`config.mk`:
```
export PLATFORM = sky130hd
export DESIGN_NAME = stepper_ramp_pressure_stop_unit_flat
export DESIGN_NICKNAME = d
export VERILOG_FILES = /design/src/rtl/srps_pkg.sv /design/src/rtl/srps_chan_if.sv /design/src/rtl/stepper_ramp_pressure_stop_unit.sv /design/src/rtl/srps_csr.sv /design/src/rtl/srps_core.sv /design/src/flat_wrapper.sv
export SDC_FILE = /design/constraint.sdc
export NUM_CORES = 1
export LEC_CHECK = 0
export CAP_MARGIN = 15
export CORE_UTILIZATION = 45
export DETAILED_ROUTE_END_ITERATION = 10
export DONT_BUFFER_PORTS = 1
export GPL_TIMING_DRIVEN = 0
export PLACE_DENSITY = 0.7
export SKIP_CTS_REPAIR_TIMING = 1
export SYNTH_ARGS = -nofsm -noshare
export SYNTH_HDL_FRONTEND = slang
export SYNTH_SLANG_ARGS = --single-unit
```
`constraint.sdc`:
```
create_clock -name clock -period 5.75 [get_ports clock]
set_input_delay 0.2875 -clock clock [delete_from_list [all_inputs] [get_ports clock]]
set_output_delay 0.2875 -clock clock [all_outputs]
set_load 0.01 [all_outputs]
```
`src/rtl/srps_pkg.sv`:
```
// Package for the stepper ramp and pressure stop unit.
// Holds the command, cause and register codes and the payload and configuration types.
// Depends on nothing; every other file of the block but srps_chan_if imports it.
package srps_pkg;

   localparam int CSR_INDEX_WIDTH = 3;
   localparam int CSR_DATA_WIDTH  = 32;

   localparam logic [CSR_INDEX_WIDTH-1:0] CSR_START_HALF_PERIOD  = 3'd0;
   localparam logic [CSR_INDEX_WIDTH-1:0] CSR_TARGET_HALF_PERIOD = 3'd1;
   localparam logic [CSR_INDEX_WIDTH-1:0] CSR_RAMP_DECREMENT     = 3'd2;
   localparam logic [CSR_INDEX_WIDTH-1:0] CSR_RAMP_PERIOD        = 3'd3;
   localparam logic [CSR_INDEX_WIDTH-1:0] CSR_CHECK_PERIOD       = 3'd4;
   localparam logic [CSR_INDEX_WIDTH-1:0] CSR_STEP_LIMIT         = 3'd5;
   localparam logic [CSR_INDEX_WIDTH-1:0] CSR_SAFETY_PRESSURE    = 3'd6;
   localparam logic [CSR_INDEX_WIDTH-1:0] CSR_GOAL_PRESSURE      = 3'd7;

   localparam logic [1:0] FUNC_START = 2'd0;
   localparam logic [1:0] FUNC_TICK  = 2'd1;
   localparam logic [1:0] FUNC_STOP  = 2'd2;

   localparam logic [1:0] CAUSE_NONE   = 2'd0;
   localparam logic [1:0] CAUSE_LIMIT  = 2'd1;
   localparam logic [1:0] CAUSE_SAFETY = 2'd2;
   localparam logic [1:0] CAUSE_GOAL   = 2'd3;

   localparam logic [15:0] PRESSURE_RESET = 16'hFFFF;

   typedef struct packed {
      logic [1:0]  func;
      logic        sample_valid;
      logic [15:0] pressure_sample;
   } req_payload_type;

   typedef struct packed {
      logic        step_pulse;
      logic [23:0] pulse_half_period_us;
      logic [31:0] steps_done;
      logic        is_running;
      logic [1:0]  end_cause;
      logic [15:0] latest_pressure;
   } rsp_payload_type;

   typedef struct packed {
      logic [23:0] start_half_period_us;
      logic [23:0] target_half_period_us;
      logic [15:0] ramp_decrement_us;
      logic [15:0] ramp_period_steps;
      logic [15:0] check_period_steps;
      logic [31:0] step_limit;
      logic [15:0] safety_pressure;
      logic [15:0] goal_pressure;
   } cfg_type;

endpackage

```
`src/rtl/srps_chan_if.sv`:
```
// Valid/ready channel carrying one payload per transaction.
// The payload type is a parameter; the block uses the payload types of srps_pkg.
interface srps_chan_if #(parameter type payload_type = logic);
   logic        valid;
   logic        ready;
   payload_type payload;

   modport source (output valid, output payload, input ready);
   modport sink (input valid, input payload, output ready);
endinterface

```
`src/rtl/stepper_ramp_pressure_stop_unit.sv`:
```
// Stepper ramp and pressure stop unit: supervises a stepper-driven injection run.
// An accepted request passes through the input register and then the result register before its response is valid.
// Throughput is one request per cycle while responses are taken; a single pass through the next-state logic sets it.
// Synchronous active-high reset idles the run and restores the register defaults.
// Depends on srps_pkg, srps_chan_if, srps_csr and srps_core.
module stepper_ramp_pressure_stop_unit (
   input  logic                                 clock,
   input  logic                                 reset,
   srps_chan_if.sink                            req_chan,
   srps_chan_if.source                          rsp_chan,
   input  logic                                 csr_we,
   input  logic [srps_pkg::CSR_INDEX_WIDTH-1:0] csr_index,
   input  logic [srps_pkg::CSR_DATA_WIDTH-1:0]  csr_wdata
);
   import srps_pkg::*;

   cfg_type cfg;

   srps_csr u_csr (
      .clock     (clock),
      .reset     (reset),
      .csr_we    (csr_we),
      .csr_index (csr_index),
      .csr_wdata (csr_wdata),
      .cfg       (cfg)
   );

   srps_core u_core (
      .clock    (clock),
      .reset    (reset),
      .cfg      (cfg),
      .req_chan (req_chan),
      .rsp_chan (rsp_chan)
   );

endmodule

```
`src/rtl/srps_csr.sv`:
```
// Configuration registers of the stepper ramp and pressure stop unit.
// Depends on srps_pkg for the register indexes and the configuration struct.
module srps_csr (
   input  logic                                   clock,
   input  logic                                   reset,
   input  logic                                   csr_we,
   input  logic [srps_pkg::CSR_INDEX_WIDTH-1:0]   csr_index,
   input  logic [srps_pkg::CSR_DATA_WIDTH-1:0]    csr_wdata,
   output srps_pkg::cfg_type                      cfg
);
   import srps_pkg::*;

   cfg_type cfg_ff;

   always_ff @(posedge clock) begin
      if (reset) begin
         cfg_ff.start_half_period_us  <= '0;
         cfg_ff.target_half_period_us <= '0;
         cfg_ff.ramp_decrement_us     <= '0;
         cfg_ff.ramp_period_steps     <= '0;
         cfg_ff.check_period_steps    <= '0;
         cfg_ff.step_limit            <= '0;
         cfg_ff.safety_pressure       <= PRESSURE_RESET;
         cfg_ff.goal_pressure         <= PRESSURE_RESET;
      end else if (csr_we) begin
         unique case (csr_index)
            CSR_START_HALF_PERIOD:  cfg_ff.start_half_period_us  <= csr_wdata[23:0];
            CSR_TARGET_HALF_PERIOD: cfg_ff.target_half_period_us <= csr_wdata[23:0];
            CSR_RAMP_DECREMENT:     cfg_ff.ramp_decrement_us     <= csr_wdata[15:0];
            CSR_RAMP_PERIOD:        cfg_ff.ramp_period_steps     <= csr_wdata[15:0];
            CSR_CHECK_PERIOD:       cfg_ff.check_period_steps    <= csr_wdata[15:0];
            CSR_STEP_LIMIT:         cfg_ff.step_limit            <= csr_wdata[31:0];
            CSR_SAFETY_PRESSURE:    cfg_ff.safety_pressure       <= csr_wdata[15:0];
            CSR_GOAL_PRESSURE:      cfg_ff.goal_pressure         <= csr_wdata[15:0];
            default: begin
            end
         endcase
      end
   end

   assign cfg = cfg_ff;

endmodule

```
`src/rtl/srps_core.sv`:
```
// Run supervisor: input register, run state, next-state logic and result register.
// Depends on srps_pkg and on the srps_chan_if channel interface.
module srps_core (
   input  logic              clock,
   input  logic              reset,
   input  srps_pkg::cfg_type cfg,
   srps_chan_if.sink         req_chan,
   srps_chan_if.source       rsp_chan
);
   import srps_pkg::*;

   logic            in_valid_ff;
   req_payload_type in_data_ff;
   logic            out_valid_ff;
   rsp_payload_type out_data_ff;
   logic            advance;

   logic        active_ff,       active_in;
   logic [31:0] step_counter_ff, step_counter_in;
   logic [23:0] half_period_ff,  half_period_in;
   logic [15:0] ramp_phase_ff,   ramp_phase_in;
   logic [15:0] check_phase_ff,  check_phase_in;
   logic [15:0] held_pressure_ff, held_pressure_in;
   logic [1:0]  stop_cause_ff,   stop_cause_in;

   logic        pulse;
   logic [23:0] used_period;
   logic [16:0] ramp_next;
   logic [16:0] check_next;
   logic        ramp_fire;
   logic        check_fire;
   logic [24:0] ramp_floor;
   rsp_payload_type result;

   // The result register moves on when empty or when its transaction completes.
   assign advance        = !out_valid_ff || rsp_chan.ready;
   assign req_chan.ready = !in_valid_ff || advance;

   always_comb begin
      active_in        = active_ff;
      step_counter_in  = step_counter_ff;
      half_period_in   = half_period_ff;
      ramp_phase_in    = ramp_phase_ff;
      check_phase_in   = check_phase_ff;
      held_pressure_in = held_pressure_ff;
      stop_cause_in    = stop_cause_ff;
      pulse            = 1'b0;
      used_period      = '0;
      ramp_next        = {1'b0, ramp_phase_ff} + 17'd1;
      check_next       = {1'b0, check_phase_ff} + 17'd1;
      ramp_fire        = (cfg.ramp_period_steps != '0)
                         && (ramp_next >= {1'b0, cfg.ramp_period_steps});
      check_fire       = (cfg.check_period_steps != '0)
                         && (check_next >= {1'b0, cfg.check_period_steps});
      ramp_floor       = {1'b0, cfg.target_half_period_us}
                         + {9'd0, cfg.ramp_decrement_us};

      unique case (in_data_ff.func)
         FUNC_START: begin
            stop_cause_in    = CAUSE_NONE;
            held_pressure_in = '0;
            step_counter_in  = '0;
            ramp_phase_in    = '0;
            check_phase_in   = '0;
            half_period_in   = cfg.start_half_period_us;
            active_in        = 1'b1;
         end
         FUNC_TICK: begin
            if (active_ff) begin
               if (step_counter_ff >= cfg.step_limit) begin
                  stop_cause_in = CAUSE_LIMIT;
                  active_in     = 1'b0;
               end else begin
                  pulse           = 1'b1;
                  used_period     = half_period_ff;
                  step_counter_in = step_counter_ff + 32'd1;

                  if (cfg.ramp_period_steps != '0) begin
                     ramp_phase_in = ramp_fire ? 16'd0 : ramp_next[15:0];
                  end
                  if (ramp_fire) begin
                     if ({1'b0, half_period_ff} > ramp_floor) begin
                        half_period_in = half_period_ff
                                         - {8'd0, cfg.ramp_decrement_us};
                     end else begin
                        half_period_in = cfg.target_half_period_us;
                     end
                  end

                  if (cfg.check_period_steps != '0) begin
                     check_phase_in = check_fire ? 16'd0 : check_next[15:0];
                  end
                  if (check_fire && in_data_ff.sample_valid) begin
                     held_pressure_in = in_data_ff.pressure_sample;
                     priority if (in_data_ff.pressure_sample >= cfg.safety_pressure) begin
                        stop_cause_in = CAUSE_SAFETY;
                        active_in     = 1'b0;
                     end else if (in_data_ff.pressure_sample >= cfg.goal_pressure) begin
                        stop_cause_in = CAUSE_GOAL;
                        active_in     = 1'b0;
                     end else begin
                     end
                  end
               end
            end
         end
         FUNC_STOP: begin
            active_in = 1'b0;
         end
         default: begin
         end
      endcase

      result.step_pulse           = pulse;
      result.pulse_half_period_us = used_period;
      result.steps_done           = step_counter_in;
      result.is_running           = active_in;
      result.end_cause            = stop_cause_in;
      result.latest_pressure      = held_pressure_in;
   end

   always_ff @(posedge clock) begin
      if (reset) begin
         in_valid_ff      <= 1'b0;
         out_valid_ff     <= 1'b0;
         active_ff        <= 1'b0;
         step_counter_ff  <= '0;
         half_period_ff   <= '0;
         ramp_phase_ff    <= '0;
         check_phase_ff   <= '0;
         held_pressure_ff <= '0;
         stop_cause_ff    <= CAUSE_NONE;
      end else begin
         if (req_chan.ready) begin
            in_valid_ff <= req_chan.valid;
         end
         if (advance) begin
            out_valid_ff <= in_valid_ff;
         end
         if (advance && in_valid_ff) begin
            active_ff        <= active_in;
            step_counter_ff  <= step_counter_in;
            half_period_ff   <= half_period_in;
            ramp_phase_ff    <= ramp_phase_in;
            check_phase_ff   <= check_phase_in;
            held_pressure_ff <= held_pressure_in;
            stop_cause_ff    <= stop_cause_in;
         end
      end
   end

   always_ff @(posedge clock) begin
      if (req_chan.ready && req_chan.valid) begin
         in_data_ff <= req_chan.payload;
      end
      if (advance && in_valid_ff) begin
         out_data_ff <= result;
      end
   end

   assign rsp_chan.valid   = out_valid_ff;
   assign rsp_chan.payload = out_data_ff;

   // A result without a step carries a zero half-period.
   assert property (@(posedge clock) disable iff (reset)
      (out_valid_ff && !out_data_ff.step_pulse) |-> (out_data_ff.pulse_half_period_us == '0))
      else $error("srps_core: half-period reported without a step");

   // A processed start command leaves a fresh, running run behind.
   assert property (@(posedge clock) disable iff (reset)
      (advance && in_valid_ff && in_data_ff.func == FUNC_START)
      |=> (active_ff && step_counter_ff == '0 && stop_cause_ff == CAUSE_NONE))
      else $error("srps_core: start did not reset the run");

   // Other commands advance the step count by at most one.
   assert property (@(posedge clock) disable iff (reset)
      (advance && in_valid_ff && in_data_ff.func != FUNC_START)
      |=> (step_counter_ff == $past(step_counter_ff)
           || step_counter_ff == $past(step_counter_ff) + 32'd1))
      else $error("srps_core: step count jumped");

   // A held item in the input register is neither lost nor overwritten.
   assert property (@(posedge clock) disable iff (reset)
      (in_valid_ff && !advance) |=> (in_valid_ff && $stable(in_data_ff)))
      else $error("srps_core: stalled item lost");

   // An issued step is always counted, so the step count is never zero alongside it.
   assert property (@(posedge clock) disable iff (reset)
      (out_valid_ff && out_data_ff.step_pulse) |-> (out_data_ff.steps_done != '0))
      else $error("srps_core: step issued without being counted");

endmodule

```
`src/flat_wrapper.sv`:
```
// flat-port wrapper written by rule: the top's interface ports become plain ports
module stepper_ramp_pressure_stop_unit_flat import srps_pkg::*;
  (clock, reset, csr_we, csr_index, csr_wdata, req_chan_valid, req_chan_payload, req_chan_ready, rsp_chan_valid, rsp_chan_payload, rsp_chan_ready);
  srps_chan_if #(.payload_type(req_payload_type)) req_chan_i ();
  srps_chan_if #(.payload_type(rsp_payload_type)) rsp_chan_i ();
  input  logic clock;
  input  logic reset;
  input  logic csr_we;
  input  logic [srps_pkg::CSR_INDEX_WIDTH-1:0] csr_index;
  input  logic [srps_pkg::CSR_DATA_WIDTH-1:0] csr_wdata;
  input wire logic [$bits(req_chan_i.valid)-1:0] req_chan_valid;
  input wire logic [$bits(req_chan_i.payload)-1:0] req_chan_payload;
  output wire logic [$bits(req_chan_i.ready)-1:0] req_chan_ready;
  output wire logic [$bits(rsp_chan_i.valid)-1:0] rsp_chan_valid;
  output wire logic [$bits(rsp_chan_i.payload)-1:0] rsp_chan_payload;
  input wire logic [$bits(rsp_chan_i.ready)-1:0] rsp_chan_ready;
  assign req_chan_i.valid = req_chan_valid;
  assign req_chan_i.payload = req_chan_payload;
  assign req_chan_ready = req_chan_i.ready;
  assign rsp_chan_valid = rsp_chan_i.valid;
  assign rsp_chan_payload = rsp_chan_i.payload;
  assign rsp_chan_i.ready = rsp_chan_ready;
  stepper_ramp_pressure_stop_unit u_core (.clock(clock), .reset(reset), .req_chan(req_chan_i), .rsp_chan(rsp_chan_i), .csr_we(csr_we), .csr_index(csr_index), .csr_wdata(csr_wdata));
endmodule
```
After elaboration in Yosys (flattened, before gate mapping)
Index checks and enable logic that the tools add are counted.
{ "totals": {"register_bits": 364, "inputBits": 59, "wordCells": 115} }
{ "op_classes": {"n_addsub": 5, "order_cmp": 6, "eq_ne": 14, "mux": 35, "bitwise_logic": 2, "reduce_logical": 27} }
{ "ops": {"columns": ["op", "count"], "rows": [
  ["16-bit 2-to-1 mux", 11],
  ["24-bit 2-to-1 mux", 4],
  ["16-bit case mux with 2 select lines", 3],
  ["32-bit 2-to-1 mux", 2],
  ["32-bit case mux with 2 select lines", 1],
  ["24-bit case mux with 2 select lines", 1],
  ["16-bit by 1-bit adder with 17-bit output (second input constant)", 2],
  ["17-bit by 16-bit greater-or-equal comparator with 1-bit output", 2],
  ["32-bit by 1-bit adder with 32-bit output (second input constant)", 1],
  ["16-bit greater-or-equal comparator", 2],
  ["32-bit greater-or-equal comparator", 1],
  ["16-bit nonzero test", 2],
  ["24-bit by 16-bit adder with 25-bit output", 1],
  ["24-bit by 25-bit greater-than comparator with 1-bit output", 1],
  ["24-bit by 16-bit subtractor with 24-bit output", 1],
  ["2-bit AND reduction", 9],
  ["5-bit AND reduction", 3],
  ["3-bit equality test (second input constant)", 4],
  ["2-bit 2-to-1 mux", 5],
  ["2-bit != test (second input constant)", 5],
  ["3-bit by 2-bit equality test with 1-bit output (second input constant)", 2],
  ["1-bit 2-to-1 mux", 6],
  ["1-bit logical AND", 5],
  ["2-bit case mux with 2 select lines", 1],
  ["11 further kinds", 14]
]} }

Logic depth before layout (Yosys ltp)
{ "logic_depth": {"depth_word": 8, "ltp_mapped": 19} }

Hierarchy
A second synthesis with hierarchy kept.
{ "hier_totals": {"cells_unflattened": 2231, "hier_area_um2": 20821.2} }
{ "by_module_without_submodules": {"columns": ["mod", "instances", "cells_per_inst", "area_each_um2", "seq_area_each_um2"], "rows": [
  ["srps_core", 1, 1647, 14487.6, 5034.8],
  ["srps_csr", 1, 584, 6333.6, 3203.1]
]} }

Least setup slack after synthesis
OpenSTA, ideal clock, no wires.
{ "synth_timing": {"kind": "register -> register", "startpoint": "register u_core.u_csr.cfg_ff, in the netlist u_core.u_csr.cfg[96]", "endpoint": "register u_core.u_core.half_period_ff[17]", "setup_ns": 0.130, "t_arrival_ns": 4.320, "required_ns": 5.620, "slack_ns": 1.301, "stages_incl_launch_ff": 19, "path_cell_list": "dfxtp_1 -> ha_1 -> fa_1 -> a211oi_1 -> nor2_1 -> a41oi_1 -> a32oi_1 -> a21o_1 -> a21oi_1 -> xor2_1 -> ha_1 -> nand4_1 -> or2_2 -> o311ai_0 -> o21ai_0 -> nor3_1 -> clkbuf_1 -> mux2i_1 -> o22ai_1"} }
{ "synth_between": {"elab_chain_cells": 7, "word_cells_on_any_way": 8} }
{ "synth_lines": {"columns": ["item", "line_no", "rtl"], "rows": [
  ["start, declared", "srps_csr.sv:13", "cfg_type cfg_ff;"],
  ["24-bit by 16-bit adder with 25-bit output", "srps_core.sv:56", "+ {9'd0, cfg.ramp_decrement_us};"],
  ["24-bit by 25-bit greater-than comparator with 1-bit output", "srps_core.sv:82", "if ({1'b0, half_period_ff} > ramp_floor) begin"],
  ["24-bit 2-to-1 mux *", "srps_core.sv:82", null],
  ["24-bit 2-to-1 mux *", "srps_core.sv:81", "if (ramp_fire) begin"],
  ["24-bit 2-to-1 mux *", "srps_core.sv:70", "if (step_counter_ff >= cfg.step_limit) begin"],
  ["24-bit 2-to-1 mux *", "srps_core.sv:69", "if (active_ff) begin"],
  ["24-bit case mux with 2 select lines *", "srps_core.sv:58", "unique case (in_data_ff.func)"],
  ["end signal, assigned", "srps_core.sv:143", "half_period_ff <= half_period_in;"],
  ["end, declared", "srps_core.sv:20", "logic [23:0] half_period_ff, half_period_in;"]
]} }
Mark *: on every way between the ends. The rest lies on a longest branch, timed or not. The select of a mux whose other input is x is not followed.
A chain may end at the register's enable or synchronous reset.

Final worst setup path
Same ends and word-level chain as after synthesis.

==> flow_summary.toml <==
[synth]
yosys_warnings = 0
post-synth-top-area-cell = "sky130_fd_sc_hd__dfxtp_1"
area_contributors_post_synth = "sky130_fd_sc_hd__dfxtp_1, sky130_fd_sc_hd__edfxtp_1, sky130_fd_sc_hd__ha_1, sky130_fd_sc_hd__nand2_1, sky130_fd_sc_hd__a21oi_1"
synth_enable_flop_cells = 95
mappedNetlistArea_mm2 = 0.01988
synth_top_flop_cell = "sky130_fd_sc_hd__dfxtp_1"
synth.yosys.seq_area_share = 0.4145
synth.top_cell.area_share = 0.2709
postSynth.asyncResetShare = 0
synth.net_count = 2554
synthCells = 2338
unique_cell_type_count_in_the_yosys_netlist = 83
post_synth.cell_area_avg_um2 = 8.502
yosys_register_bits = 364

[worst_setup_path]
launching_instance_or_port_of_the_critical_path = "u_core.u_csr.cfg[96]$_SDFFE_PP0P_"
r2r_cells = 18
setup.worst_path.class = "reg -> reg"
critPathCapture = "u_core.u_core.half_period_ff[17]$_SDFFE_PP0P_"
critical_path.max_fanout = 10
crit_path_end_kind = "flip-flop"
worst_path_dominant_cell_family = "compound AO/OA/AOI/OAI gates"
timing.critical_path.mode_cell = "sky130_fd_sc_hd__ha_1"
wp_data_required_ns = 6.19
critPathArrivalTime_ns = 5.87
crit_buf_inv = 1
critical_path.cell_chain = "ha_1 > fa_1 > a211oi_1 > nor2_1 > a41oi_1 > a32oi_1 > a21o_1 > a21oi_1 > xor2_1 > ha_1 > nand4_1 > or2_2 > o311ai_0 > o21ai_0 > nor3_2 > clkbuf_1 > mux2i_1 > o22ai_1"
reg2reg_slack_ns = 0.32
crit_cells = 18
crit_path_max_incr_delay_ns = 0.50
r2r-end = "u_core.u_core.half_period_ff[17]$_SDFFE_PP0P_"
r2r_start = "u_core.u_csr.cfg[96]$_SDFFE_PP0P_"
cp-start-kind = "flip-flop"
timing.critical_path.slowest_stage_cell = "sky130_fd_sc_hd__clkbuf_1"

[cts]
cts_buffers = 42
clk_root_buffer_cell = "sky130_fd_sc_hd__clkbuf_16"
ctsHtreeMaxLevel = 2
worst_setup_hold_path_clk_slew_ns = 0.06
tritoncts = "yes"
maximum_clock_insertion_buffer_count = 3
clock_sink_count = 364
insertion_delay_ns = 0.58

[timing]
hold_viol_final = 0
count_of_pins_over_their_slew_limit = 0
fin_crit_ns = 5.426
timing.slew.headroom = 0.3569
setup_slack_ns = 0.3238
fin_crit_sh = 0.9437
fin_tns_setup_ns = 0
worst_clock_skew_ns = 0.01702
setup_repair_after_global_routing_missed_its_margin = "no"
transition_at_the_pin_with_the_smallest_max_transition_slack_ns = 0.9647
achievable-frequency_mhz = 184.3
endpoints_failing_setup = 0

[drt]
drtPass1Iterations = 8
drc = 0
drt_wirelength_um = 62180
route.detailed.vias_per_inst = 5.862
initialDrtViolationCount = 1612
wl_per_cell_um = 20.43
ant_nets = 0
via_count = 17840

[layout]
nets = 2637
layout-area-overhead-vs-synth_pct = 13.15
post_route_cells_drive_above_1_share = 0.05460

[die]
die_width_um = 212.2
floorplan.die_area_mm2 = 0.04501
fp-row-count = 76
coreArea_mm2 = 0.04336
die-height_um = 212.2
initial_core_util = 0.4584
num_io_pins = 137

[placement]
gp_weighted_congestion = 0.9687
dp_hpwl_um = 45590
pre_cts_slack_ns = 0.1445
place.port_buffers = 0

[global_routing]
grt_start_max_net_pins = 42
gr_ovfl_total = 0
antenna_found_initial = 5
grt_first_pass_wirelength_um = 95830
first_global_vias = 17170
total_global_route_track_usage = 0.2752

[run]
timing.max_cap.violations = 0

[hold_path]
worstHoldPathType = "in -> reg"

[power_and_ir_drop]
leakagePower_uw = 0.008590
post-layout-total-power_uw = 6227
power.density_cell_area_mw_per_mm2 = 276.9
vdd.ir_drop.worst_uv = 237.2

[run_status]
status = "complete, no violations"
cells by family (layout without fill, tap and decap cells):
logic type               count (synthesis)  count (layout)  synth area share
buffers and inverters                  278             394           0.05571
XOR/XNOR                               101             101           0.04450
other                                    0               4                 0
AND/OR/NAND/NOR                        864             864            0.2038
flip-flops                             364             364            0.4145
multiplexers                             4               4          0.002014
adder cells (fa/ha/maj)                157             157           0.09958
AO/OA/AOI/OAI                          570             570            0.1799
cell usage after synthesis (all sizes together) (3+ instances only):
cell type and n:
a31oi 22, nand3b 7, a21oi 241, nor2 128, nor3 58, and3 15
nor4 18, mux2i 4, a41oi 4, a21o 24, o211ai 51, or3 19
o41ai 5, o21ai 100, o21bai 7, nor3b 5, and2 35, or2 8
a22oi 10, o221ai 5, inv 142, a22o 17, xnor2 45, o22ai 4
nand4 42, o31a 3, nand2b 14, ha 155, o31ai 16, dfxtp 269
or4 6, a32oi 3, edfxtp 95, and4 9, nand3 90, a2111oi 6
clkbuf 112, xor2 56, a41o 4, o21a 14, nand2 393, a211oi 12
nor2b 14, buf 24
worst min-delay path: stages:
cell and delay, ns:
sky130_fd_sc_hd__nor3_1 0.10, sky130_fd_sc_hd__nand2_1 0.10, sky130_fd_sc_hd__a21oi_1 0.05
power breakdown:
group	total [uW]	switching (uW)	internal (uW)
Sequential	2750	57.9	2690
Combinational	679	467	212
Clock	2800	1150	1650
metrics by stage:
step / instance area, um2 / instances / hold WS (ns) / utilization
after detailed placement: 20650 / 2925 / 0.3864 / 0.4762
after CTS: 22090 / 3002 / -0.2187 / 0.5096
after global routing: 22490 / 3043 / 0.01649 / 0.5187
after floorplan: 19880 / 2338 / 0.3864 / -
after global placement: 20610 / 2923 / 0.3864 / 0.4753
final: 22490 / 3043 / 0.01609 / 0.5187
layer usage:
layer  wire, um  GRT usage  up-vias
met1      27360     0.3691     8487
met5          0          0        -
met4       2117    0.09920        0
met2      27520     0.4334      755
li1           -          -     8432
met3       5180    0.06056      164
flip-flops by register name, indices dropped and copies added (netlist names), 2 cells and up:
name	flops
u_core.u_csr.cfg	160
u_core.u_core.rsp_chan.payload	76
u_core.u_core.step_counter_ff	32
u_core.u_core.half_period_ff	24
u_core.u_core.in_data_ff	19
u_core.u_core.check_phase_ff	16
u_core.u_core.held_pressure_ff	16
u_core.u_core.ramp_phase_ff	16
u_core.u_core.stop_cause_ff	2
cells in the final DEF (no fill, tap or decap), types with 6 or more instances in the layout:
cell	Yosys	final
sky130_fd_sc_hd__a211oi_1	11	11
sky130_fd_sc_hd__a21o_1	24	24
sky130_fd_sc_hd__a21oi_1	241	241
sky130_fd_sc_hd__a22o_1	17	17
sky130_fd_sc_hd__a22oi_1	10	10
sky130_fd_sc_hd__a31oi_1	21	20
sky130_fd_sc_hd__and2_1	35	35
sky130_fd_sc_hd__and3_1	15	15
sky130_fd_sc_hd__and4_1	9	9
sky130_fd_sc_hd__buf_1	8	7
sky130_fd_sc_hd__buf_2	12	13
sky130_fd_sc_hd__clkbuf_1	94	99
sky130_fd_sc_hd__clkbuf_16	0	44
sky130_fd_sc_hd__clkbuf_2	18	18
sky130_fd_sc_hd__clkbuf_8	0	8
sky130_fd_sc_hd__clkinv_2	0	6
sky130_fd_sc_hd__dfxtp_1	269	269
sky130_fd_sc_hd__dlygate4sd3_1	0	37
sky130_fd_sc_hd__edfxtp_1	95	95
sky130_fd_sc_hd__ha_1	155	155
sky130_fd_sc_hd__inv_1	141	141
sky130_fd_sc_hd__nand2_1	391	391
sky130_fd_sc_hd__nand2b_1	14	14
sky130_fd_sc_hd__nand3_1	89	89
sky130_fd_sc_hd__nand3b_1	7	7
sky130_fd_sc_hd__nand4_1	42	42
sky130_fd_sc_hd__nor2_1	127	127
sky130_fd_sc_hd__nor2b_1	14	14
sky130_fd_sc_hd__nor3_1	57	56
sky130_fd_sc_hd__nor4_1	14	14
sky130_fd_sc_hd__o211ai_1	51	51
sky130_fd_sc_hd__o21a_1	14	14
sky130_fd_sc_hd__o21ai_0	98	98
sky130_fd_sc_hd__o21bai_1	7	7
sky130_fd_sc_hd__o31ai_1	15	15
sky130_fd_sc_hd__or2_2	6	6
sky130_fd_sc_hd__or3_1	19	19
sky130_fd_sc_hd__or4_1	6	6
sky130_fd_sc_hd__xnor2_1	45	45
sky130_fd_sc_hd__xor2_1	56	56
area by class of cell:
| class | instances | area (um2) |
|---|---|---|
| Fill cell | 4063 | 20870 |
| Multi-Input combinational cell | 1696 | 10550 |
| Sequential cell | 364 | 8238 |
| Clock buffer | 57 | 1230 |
| Tap cell | 585 | 732.0 |
| Buffer | 136 | 575.6 |
| Inverter | 142 | 533.0 |
| Timing Repair Buffer | 39 | 410.4 |
| Clock inverter | 20 | 215.2 |
| Antenna cell | 4 | 10.01 |
worst min path at each step:
stage                                        endpoint  cells after the start                 start
2_1_floorplan   u_core.u_core.in_data_ff[0]$_DFFE_PP_                      0   req_chan_payload[0]
3_3_place_gp    u_core.u_core.in_data_ff[4]$_DFFE_PP_                      0   req_chan_payload[4]
3_5_place_dp    u_core.u_core.in_data_ff[0]$_DFFE_PP_                      0   req_chan_payload[0]
4_1_cts        u_core.u_core.in_data_ff[18]$_DFFE_PP_                      0  req_chan_payload[18]
5_1_grt            u_core.u_csr.cfg[138]$_SDFFE_PP0P_                      3          csr_index[0]
6_report           u_core.u_csr.cfg[139]$_SDFFE_PP0P_                      3          csr_index[0]
(Power assumes the default switching activity.)
